## config.mk

```make
export PLATFORM = sky130hd
export DESIGN_NAME = dda_line_rasterizer_unit
export DESIGN_NICKNAME = d
export VERILOG_FILES = /design/src/hw/rtl/dlr_pkg.sv /design/src/hw/rtl/dlr_divider.sv /design/src/hw/rtl/dda_line_rasterizer_unit.sv
export SDC_FILE = /design/constraint.sdc
export NUM_CORES = 1
export LEC_CHECK = 0
export ABC_AREA = 1
export BUFFER_PORTS_ARGS = -buffer_cell sky130_fd_sc_hd__buf_4
export CAP_MARGIN = 20
export CORE_ASPECT_RATIO = 0.9
export CORE_MARGIN = 2
export CORE_UTILIZATION = 50
export DETAILED_ROUTE_END_ITERATION = 10
export GPL_ROUTABILITY_DRIVEN = 1
export MAX_ROUTING_LAYER = met4
export PLACE_DENSITY = 0.8
export RECOVER_POWER = 25
export SLEW_MARGIN = 20
export SYNTH_ARGS = -nofsm -noshare
export SYNTH_HDL_FRONTEND = slang
export SYNTH_SLANG_ARGS = --single-unit
```

## constraint.sdc

```tcl
create_clock -name clock -period 4.8 [get_ports clock]
set_input_delay 0 -clock clock [delete_from_list [all_inputs] [get_ports clock]]
set_output_delay 0 -clock clock [all_outputs]
set_load 0.02 [all_outputs]
```

## src/hw/rtl/dlr_pkg.sv

```systemverilog
// Shared constants for the DDA line rasterizer: default widths and item kind codes.
// No dependencies; imported by dlr_divider and dda_line_rasterizer_unit.
`timescale 1ns / 1ps
`default_nettype none

package dlr_pkg;

   // Default coordinate and fraction widths.
   localparam int COORD_BITS_DEF = 11;
   localparam int FRAC_BITS_DEF  = 16;

   // Width of each coordinate field on the stream ports.
   localparam int FIELD_BITS = 11;

   // Item kind codes carried in the request tuser.
   localparam logic KIND_START   = 1'b0;
   localparam logic KIND_ADVANCE = 1'b1;

endpackage : dlr_pkg

`default_nettype wire

```

## src/hw/rtl/dlr_divider.sv

```systemverilog
// Restoring divider that turns a line's axis delta into a signed fixed-point increment.
// One compare and subtract per cycle; uses dlr_pkg for its default widths.
`timescale 1ns / 1ps
`default_nettype none

module dlr_divider #(
   parameter int COORD_BITS = dlr_pkg::COORD_BITS_DEF,
   parameter int FRAC_BITS  = dlr_pkg::FRAC_BITS_DEF
) (
   input  wire logic                          clock,
   input  wire logic                          reset,
   input  wire logic                          start,
   input  wire logic                          negate,
   input  wire logic [COORD_BITS-1:0]         dividend,
   input  wire logic [COORD_BITS-1:0]         divisor,
   output logic                               done,
   output logic signed [FRAC_BITS+1:0]        step
);
   import dlr_pkg::*;

   // One integer bit, FRAC_BITS fraction bits and one guard bit for rounding.
   localparam int QUOT_BITS = FRAC_BITS + 2;
   localparam int LAST_ITER = QUOT_BITS - 1;
   localparam int CNT_BITS  = $clog2(QUOT_BITS);

   logic [COORD_BITS:0]   rem_ff, rem_in;
   logic [QUOT_BITS-1:0]  quot_ff, quot_in;
   logic [CNT_BITS-1:0]   count_ff, count_in;
   logic [COORD_BITS-1:0] divisor_ff, divisor_in;
   logic                  negate_ff, negate_in;
   logic                  busy_ff, busy_in;
   logic                  done_ff, done_in;

   logic [COORD_BITS:0]   diff;
   logic                  fits;
   logic [COORD_BITS-1:0] kept;
   logic [FRAC_BITS:0]    rounded;
   logic signed [FRAC_BITS+1:0] mag;

   // Shared compare and subtract: the remainder always stays below twice the divisor.
   assign diff = rem_ff - {1'b0, divisor_ff};
   assign fits = (rem_ff >= {1'b0, divisor_ff});
   assign kept = fits ? diff[COORD_BITS-1:0] : rem_ff[COORD_BITS-1:0];

   // Sequencing of the iterations.
   always_comb begin
      rem_in     = rem_ff;
      quot_in    = quot_ff;
      count_in   = count_ff;
      divisor_in = divisor_ff;
      negate_in  = negate_ff;
      busy_in    = busy_ff;
      done_in    = 1'b0;
      if (start) begin
         rem_in     = {1'b0, dividend};
         quot_in    = '0;
         count_in   = '0;
         divisor_in = divisor;
         negate_in  = negate;
         busy_in    = 1'b1;
      end else if (busy_ff) begin
         rem_in   = {kept, 1'b0};
         quot_in  = {quot_ff[QUOT_BITS-2:0], fits};
         count_in = count_ff + CNT_BITS'(1);
         if (count_ff == CNT_BITS'(LAST_ITER)) begin
            busy_in = 1'b0;
            done_in = 1'b1;
         end
      end
   end

   always_ff @(posedge clock) begin
      rem_ff     <= rem_in;
      quot_ff    <= quot_in;
      count_ff   <= count_in;
      divisor_ff <= divisor_in;
      negate_ff  <= negate_in;
      if (reset) begin
         busy_ff <= 1'b0;
         done_ff <= 1'b0;
      end else begin
         busy_ff <= busy_in;
         done_ff <= done_in;
      end
   end

   // Round to nearest on the guard bit, then apply the sign of the delta.
   assign rounded = quot_ff[QUOT_BITS-1:1] + (FRAC_BITS+1)'(quot_ff[0]);
   assign mag     = $signed({1'b0, rounded});
   assign step    = negate_ff ? -mag : mag;
   assign done    = done_ff;

endmodule : dlr_divider

`default_nettype wire

```

## src/hw/rtl/dda_line_rasterizer_unit.sv

```systemverilog
// Top level of the DDA line rasterizer: item sequencer, accumulators and result register.
// Depends on dlr_pkg and dlr_divider.
//
// Usage: each request transfer carries one item. tuser gives its kind: a start item
// brings both endpoints in tdata, an advance item asks for the next pixel of the line.
// Every item yields exactly one response transfer holding the pixel coordinates, a
// valid flag in tuser (low for an advance with no line active) and tlast on the end
// pixel of the line.
// A start item has its two increments worked out one after the other on a single
// restoring divider, one quotient bit per cycle with FRAC_BITS + 2 bits each. A start
// with equal endpoints, and every advance item, skips the divider: the accumulator
// update in the accept cycle, then the rounding into the response register once that
// register is free. The request side is ready again as soon as the result sits in the
// response register.
// Reset clears the sequencer, the active line and the response valid; no line is active
// afterwards. If the receiver stalls, the pending response holds in its register, one
// further item is accepted and worked on, and the block waits with its result until
// the response register is free.
`timescale 1ns / 1ps
`default_nettype none

module dda_line_rasterizer_unit #(
   parameter int COORD_BITS = dlr_pkg::COORD_BITS_DEF,
   parameter int FRAC_BITS  = dlr_pkg::FRAC_BITS_DEF
) (
   input  wire logic                             clock,
   input  wire logic                             reset,
   // Request: start_x, start_y, end_x, end_y, then zero fill.
   input  wire logic [4*dlr_pkg::FIELD_BITS+3:0] req_tdata,
   // Request: kind.
   input  wire logic [0:0]                       req_tuser,
   input  wire logic                             req_tvalid,
   output logic                                  req_tready,
   // Response: pixel_x, pixel_y, then zero fill.
   output logic [2*dlr_pkg::FIELD_BITS+1:0]      rsp_tdata,
   // Response: pixel_valid.
   output logic [0:0]                            rsp_tuser,
   // Response: last_pixel.
   output logic                                  rsp_tlast,
   output logic                                  rsp_tvalid,
   input  wire logic                             rsp_tready
);
   import dlr_pkg::*;

   localparam int ACC_BITS  = COORD_BITS + FRAC_BITS + 2;
   localparam int STEP_BITS = FRAC_BITS + 2;
   localparam int PIX_BITS  = ACC_BITS - FRAC_BITS;

   localparam logic [1:0] ST_IDLE = 2'd0;
   localparam logic [1:0] ST_DIVX = 2'd1;
   localparam logic [1:0] ST_DIVY = 2'd2;
   localparam logic [1:0] ST_EMIT = 2'd3;

   logic [1:0]                   state_ff, state_in;
   logic signed [ACC_BITS-1:0]   x_accum_ff, x_accum_in;
   logic signed [ACC_BITS-1:0]   y_accum_ff, y_accum_in;
   logic signed [STEP_BITS-1:0]  x_step_ff, x_step_in;
   logic signed [STEP_BITS-1:0]  y_step_ff, y_step_in;
   logic [COORD_BITS-1:0]        steps_left_ff, steps_left_in;
   logic                         line_active_ff, line_active_in;
   logic                         emit_valid_ff, emit_valid_in;
   logic [COORD_BITS-1:0]        ady_ff, ady_in;
   logic                         y_neg_ff, y_neg_in;
   logic                         rsp_valid_ff, rsp_valid_in;
   logic [FIELD_BITS-1:0]        pixel_x_ff, pixel_x_in;
   logic [FIELD_BITS-1:0]        pixel_y_ff, pixel_y_in;
   logic                         pixel_valid_ff, pixel_valid_in;
   logic                         last_pixel_ff, last_pixel_in;

   logic                         accept;
   logic                         is_advance;
   logic [COORD_BITS-1:0]        sx, sy, ex, ey;
   logic signed [COORD_BITS:0]   dx, dy, ndx, ndy;
   logic [COORD_BITS-1:0]        adx, ady;
   logic [COORD_BITS-1:0]        steps;
   logic [COORD_BITS-1:0]        steps_dec;
   logic                         slot_free;

   logic                         div_start;
   logic                         div_negate;
   logic [COORD_BITS-1:0]        div_dividend;
   logic [COORD_BITS-1:0]        div_divisor;
   logic                         div_done;
   logic signed [STEP_BITS-1:0]  div_step;

   // Rounds an accumulator to the nearest pixel and saturates it to the coordinate range.
   function automatic logic [COORD_BITS-1:0] to_pixel(input logic signed [ACC_BITS-1:0] acc);
      logic signed [ACC_BITS-1:0] biased;
      logic [PIX_BITS-1:0]        whole;
      logic [COORD_BITS-1:0]      pix;
      biased = acc + $signed(ACC_BITS'(1) << (FRAC_BITS - 1));
      whole  = biased[ACC_BITS-1:FRAC_BITS];
      if (biased[ACC_BITS-1]) begin
         pix = '0;
      end else if (whole[PIX_BITS-1:COORD_BITS] != '0) begin
         pix = '1;
      end else begin
         pix = whole[COORD_BITS-1:0];
      end
      return pix;
   endfunction

   // Request decode: deltas, their magnitudes and the major-axis step count.
   assign accept     = req_tvalid && req_tready;
   assign is_advance = (req_tuser[0] == KIND_ADVANCE);
   assign sx  = COORD_BITS'(req_tdata[FIELD_BITS-1:0]);
   assign sy  = COORD_BITS'(req_tdata[2*FIELD_BITS-1:FIELD_BITS]);
   assign ex  = COORD_BITS'(req_tdata[3*FIELD_BITS-1:2*FIELD_BITS]);
   assign ey  = COORD_BITS'(req_tdata[4*FIELD_BITS-1:3*FIELD_BITS]);
   assign dx  = $signed({1'b0, ex}) - $signed({1'b0, sx});
   assign dy  = $signed({1'b0, ey}) - $signed({1'b0, sy});
   assign ndx = -dx;
   assign ndy = -dy;
   assign adx = dx[COORD_BITS] ? ndx[COORD_BITS-1:0] : dx[COORD_BITS-1:0];
   assign ady = dy[COORD_BITS] ? ndy[COORD_BITS-1:0] : dy[COORD_BITS-1:0];
   assign steps     = (adx > ady) ? adx : ady;
   assign steps_dec = steps_left_ff - COORD_BITS'(1);
   assign slot_free = !rsp_valid_ff || rsp_tready;

   // The x increment starts at acceptance, the y increment when the x one is done.
   always_comb begin
      div_start    = 1'b0;
      div_negate   = dx[COORD_BITS];
      div_dividend = adx;
      div_divisor  = steps;
      if (state_ff == ST_DIVX) begin
         div_start    = div_done;
         div_negate   = y_neg_ff;
         div_dividend = ady_ff;
         div_divisor  = steps_left_ff;
      end else if (state_ff == ST_IDLE) begin
         div_start = accept && !is_advance && (steps != '0);
      end
   end

   dlr_divider #(
      .COORD_BITS (COORD_BITS),
      .FRAC_BITS  (FRAC_BITS)
   ) u_divider (
      .clock    (clock),
      .reset    (reset),
      .start    (div_start),
      .negate   (div_negate),
      .dividend (div_dividend),
      .divisor  (div_divisor),
      .done     (div_done),
      .step     (div_step)
   );

   // Item sequencer and line state.
   always_comb begin
      state_in       = state_ff;
      x_accum_in     = x_accum_ff;
      y_accum_in     = y_accum_ff;
      x_step_in      = x_step_ff;
      y_step_in      = y_step_ff;
      steps_left_in  = steps_left_ff;
      line_active_in = line_active_ff;
      emit_valid_in  = emit_valid_ff;
      ady_in         = ady_ff;
      y_neg_in       = y_neg_ff;
      rsp_valid_in   = rsp_valid_ff && !rsp_tready;
      pixel_x_in     = pixel_x_ff;
      pixel_y_in     = pixel_y_ff;
      pixel_valid_in = pixel_valid_ff;
      last_pixel_in  = last_pixel_ff;
      unique case (state_ff)
         ST_IDLE: begin
            if (accept) begin
               state_in = ST_EMIT;
               if (is_advance) begin
                  emit_valid_in = line_active_ff;
                  if (line_active_ff) begin
                     x_accum_in = x_accum_ff +
                        {{(ACC_BITS-STEP_BITS){x_step_ff[STEP_BITS-1]}}, x_step_ff};
                     y_accum_in = y_accum_ff +
                        {{(ACC_BITS-STEP_BITS){y_step_ff[STEP_BITS-1]}}, y_step_ff};
                     steps_left_in  = steps_dec;
                     line_active_in = (steps_dec != '0);
                  end
               end else begin
                  emit_valid_in  = 1'b1;
                  x_accum_in     = $signed({2'b00, sx, {FRAC_BITS{1'b0}}});
                  y_accum_in     = $signed({2'b00, sy, {FRAC_BITS{1'b0}}});
                  steps_left_in  = steps;
                  ady_in         = ady;
                  y_neg_in       = dy[COORD_BITS];
                  x_step_in      = '0;
                  y_step_in      = '0;
                  line_active_in = (steps != '0);
                  if (steps != '0) begin
                     state_in = ST_DIVX;
                  end
               end
            end
         end
         ST_DIVX: begin
            if (div_done) begin
               x_step_in = div_step;
               state_in  = ST_DIVY;
            end
         end
         ST_DIVY: begin
            if (div_done) begin
               y_step_in = div_step;
               state_in  = ST_EMIT;
            end
         end
         ST_EMIT: begin
            // Load the response register once the previous transfer has gone.
            if (slot_free) begin
               rsp_valid_in   = 1'b1;
               pixel_valid_in = emit_valid_ff;
               last_pixel_in  = emit_valid_ff && !line_active_ff;
               pixel_x_in     = emit_valid_ff ? FIELD_BITS'(to_pixel(x_accum_ff)) : '0;
               pixel_y_in     = emit_valid_ff ? FIELD_BITS'(to_pixel(y_accum_ff)) : '0;
               state_in       = ST_IDLE;
            end
         end
         default: begin
            state_in = ST_IDLE;
         end
      endcase
   end

   always_ff @(posedge clock) begin
      x_accum_ff     <= x_accum_in;
      y_accum_ff     <= y_accum_in;
      x_step_ff      <= x_step_in;
      y_step_ff      <= y_step_in;
      steps_left_ff  <= steps_left_in;
      emit_valid_ff  <= emit_valid_in;
      ady_ff         <= ady_in;
      y_neg_ff       <= y_neg_in;
      pixel_x_ff     <= pixel_x_in;
      pixel_y_ff     <= pixel_y_in;
      pixel_valid_ff <= pixel_valid_in;
      last_pixel_ff  <= last_pixel_in;
      if (reset) begin
         state_ff       <= ST_IDLE;
         line_active_ff <= 1'b0;
         rsp_valid_ff   <= 1'b0;
      end else begin
         state_ff       <= state_in;
         line_active_ff <= line_active_in;
         rsp_valid_ff   <= rsp_valid_in;
      end
   end

   // Port drive.
   assign req_tready = (state_ff == ST_IDLE);
   assign rsp_tvalid = rsp_valid_ff;
   assign rsp_tdata  = {2'b00, pixel_y_ff, pixel_x_ff};
   assign rsp_tuser  = pixel_valid_ff;
   assign rsp_tlast  = last_pixel_ff;

endmodule : dda_line_rasterizer_unit

`default_nettype wire

```

==> impl_metrics.json <==
{
  "status": "finished clean",
  "cts_buffers": 17,
  "drtIter0Drc": 1374,
  "clockRootBuffer": "clkbuf_16",
  "p_sw_share_pct": 45.8,
  "initial_utilization_pct": 50.9,
  "synth.top_cells.by_count": "nand2_1, inv_1, edfxtp_1",
  "pwr-share-clk_pct": 15.5,
  "rows": 59,
  "synth-edff-count": 165,
  "dp_hpwl_um": 29200,
  "layout.nets": 2231,
  "cts_tree": "yes",
  "pre_cts_slack_ns": 0.0799,
  "clock_latency_ns": 0.45,
  "required_ns": 5.01,
  "ios": 81,
  "dr_total_vias": 13700,
  "fin_worst_skew_ns": 0.0119,
  "peakVddDrop_mv": 0.284,
  "place_congestion": 0.973,
  "reg2reg_depth": 8,
  "setup_slack_ns": 0.233,
  "p_sw_w": 0.00431,
  "powerDensity_mw_per_mm2": 563,
  "relSlewSlack_pct": 14.1,
  "portBuffers": 74,
  "worst_setup_path_start_kind": "primary input",
  "grt_max_degree": 70,
  "finalWirelength_um": 38200,
  "worstPathMaxFanout": 11,
  "synth-async-reset-ratio_pct": 0,
  "drc": 0,
  "cts_sinks": 195,
  "crit_slowest_cell": "fa_1",
  "drt.antenna.violating_nets": 0,
  "yosys.area.top_type_share_pct": 33.5,
  "internal-power_w": 0.00510,
  "die_width_um": 185,
  "pwr-share-seq_pct": 31.0,
  "worstSetupPathType": "in2reg",
  "ys_seq_area_share_pct": 37.6,
  "core-area_mm2": 0.0290,
  "avgSynthCellArea_um2": 7.58,
  "clk_pin_slew_worst_paths_ns": 0.08,
  "hold_viol_final": 0,
  "yosysMostFrequentCell": "nand2_1",
  "yosysWarnings": 0,
  "grt.busiest_layer": "met2",
  "hold-path-cell-count": 3,
  "die_area_mm2": 0.0309,
  "htreeDepth": 4,
  "synth.distinct_cells": 49,
  "netlist_area_mm2": 0.0148,
  "min_period_ns": 4.57,
  "globalRouteMet1Util_pct": 35.5,
  "pwr-share-comb_pct": 53.5,
  "max_stage_delay_ns": 0.60,
  "syn_to_final_growth_pct": 13.0,
  "dr.pass1.iters": 6,
  "grt_usage_pct": 25.4,
  "avgRoutedWirePerCell_um": 15.5,
  "maxSlewViolCount": 0,
  "use_met3_pct": 3.24,
  "fmax_mhz": 219,
  "clock_path_buffers": 2,
  "grt_remaining_overflow": 0,
  "antenna_found_initial": 0,
  "setup_viol": 0,
  "viasPerCell": 5.53,
  "synth_top_flop_cell": "edfxtp_1",
  "p_leak_nw": 7.65,
  "fp.dieH_um": 167,
  "grt_pass1_vias": 12500,
  "tightest_slew_ns": 1.29,
  "fin_crit_sh_pct": 95.1,
  "reg2reg_slack_ns": 1.53,
  "syn_inst": 1948,
  "p_total_w": 0.00940,
  "synth-seq-cells": 195,
  "hold_class": "in2reg",
  "synth_area_leader_cell": "edfxtp_1",
  "critPathArrivalTime_ns": 4.78,
  "n_antenna_cell": 0,
  "endpoint_kind": "flop",
  "use_met2_pct": 38.6,
  "grt_pass1_wl_um": 60800,
  "drv_cap": 0,
  "drive_gt1_share_pct": 9.22,
  "synth_area_leaders": "edfxtp_1, nand2_1, ha_1, inv_1, a21oi_1"
}
-- per-stage QoR --
stage               instances  area, µm²  TNS [ns]  hold WS (ns)  utilization, %
floorplan                1949      14800         0        0.0691               -
global route             2467      16700     -1.00        0.0401            57.5
global placement         2398      15800         0         0.206            54.3
CTS                      2454      16600         0       0.00811            57.2
detailed placement       2398      15800         0         0.210            54.3
finish                   2467      16700         0        0.0181            57.5
-- power groups by stage --
stage	clock network [W]	registers, W	logic (W)
after floorplan	0	0.00284	0.00366
after global placement	0	0.00292	0.00464
after detailed placement	0	0.00294	0.00480
after CTS	0.00147	0.00290	0.00486
after global routing	0.00153	0.00296	0.00566
final	0.00146	0.00291	0.00503
-- timing repair --
item,4_1_cts,5_1_grt
setup buffers,0,10
hold buffers,24,0
gates resized for setup,0,30
endpoints found under the hold margin,28,0
endpoints found under the setup margin,0,60
-- cells in the final DEF (no fill, tap or decap), types with 4 or more instances in the layout --
cell	netlist	routed
xor2_1	57	57
nand3b_1	7	7
clkbuf_16	0	18
edfxtp_1	165	165
clkbuf_1	22	30
nand4_1	26	26
o31ai_1	4	4
clkinvlp_4	0	4
nand2_2	6	10
dfxtp_1	30	30
nand3_1	129	124
inv_8	0	5
a21oi_2	3	5
fa_1	5	5
a21oi_1	155	152
o21ai_0	150	150
nor4_1	5	5
o21ai_1	4	4
o21bai_1	9	9
a31oi_1	9	9
inv_2	3	5
dlygate4sd3_1	1	24
o21a_1	6	6
inv_1	269	267
nand3_2	4	9
nor2_1	160	156
nor2_2	25	29
nand2_1	476	472
xnor2_1	26	26
ha_1	115	113
buf_4	3	68
or2_2	15	15
nor3_1	20	20
a21o_1	8	8
-- kinds of logic (layout without fill, tap and decap cells) --
| kind of cell | count (synthesis) | after routing | share of synthesized area, % |
|---|---|---|---|
| simple gates | 878 | 879 | 25.5 |
| flops | 195 | 195 | 37.6 |
| other cells | 1 | 2 | 0.0254 |
| fa+ha+maj | 120 | 120 | 10.4 |
| xor+xnor | 85 | 85 | 5.14 |
| compound gates | 355 | 355 | 12.8 |
| buf+inv | 314 | 435 | 8.54 |
-- final timing paths --
path	start	end
worst max-delay path	req_tdata[11]	u_divider.rem_ff[1]
worst min-delay path	req_tdata[12]	y_accum_ff[17]
worst max register to register	state_ff[1]	u_divider.rem_ff[1]
worst min register to register	u_divider.count_ff[4]	u_divider.count_ff[4]
-- layer usage --
layer | vias up | routed length [µm]
met2 | 634 | 17300
met4 | 0 | 768
met5 | - | 0
li1 | 6699 | -
met3 | 65 | 3220
met1 | 6252 | 16900
-- sequential cells by signal (all words and copies together) (netlist names), 2 cells and up --
name and count:
ady_ff 11, y_step_ff 18, steps_left_ff 11, pixel_x_ff 11, u_divider.quot_ff 18, x_step_ff 18
u_divider.rem_ff 12, u_divider.count_ff 5, state_ff 2, u_divider.divisor_ff 11, pixel_y_ff 11, x_accum_ff 29
y_accum_ff 29
-- final cells by class --
cell class | count | area [µm²]
clock buffer | 17 | 425
clock inverter | 15 | 165
fill | 2554 | 12300
inverter | 275 | 1040
multi-input combinational | 1441 | 8060
sequential | 195 | 5560
tap | 396 | 495
timing repair buffer | 128 | 957
-- worst max-delay path: cells and delay by family --
family | cells | cell delay, ns
simple gates | 20 | 2.20
fa+ha+maj | 4 | 1.28
compound gates | 1 | 0.11
buf+inv | 6 | 1.20
Note: power is estimated with default switching activity, not from simulation.
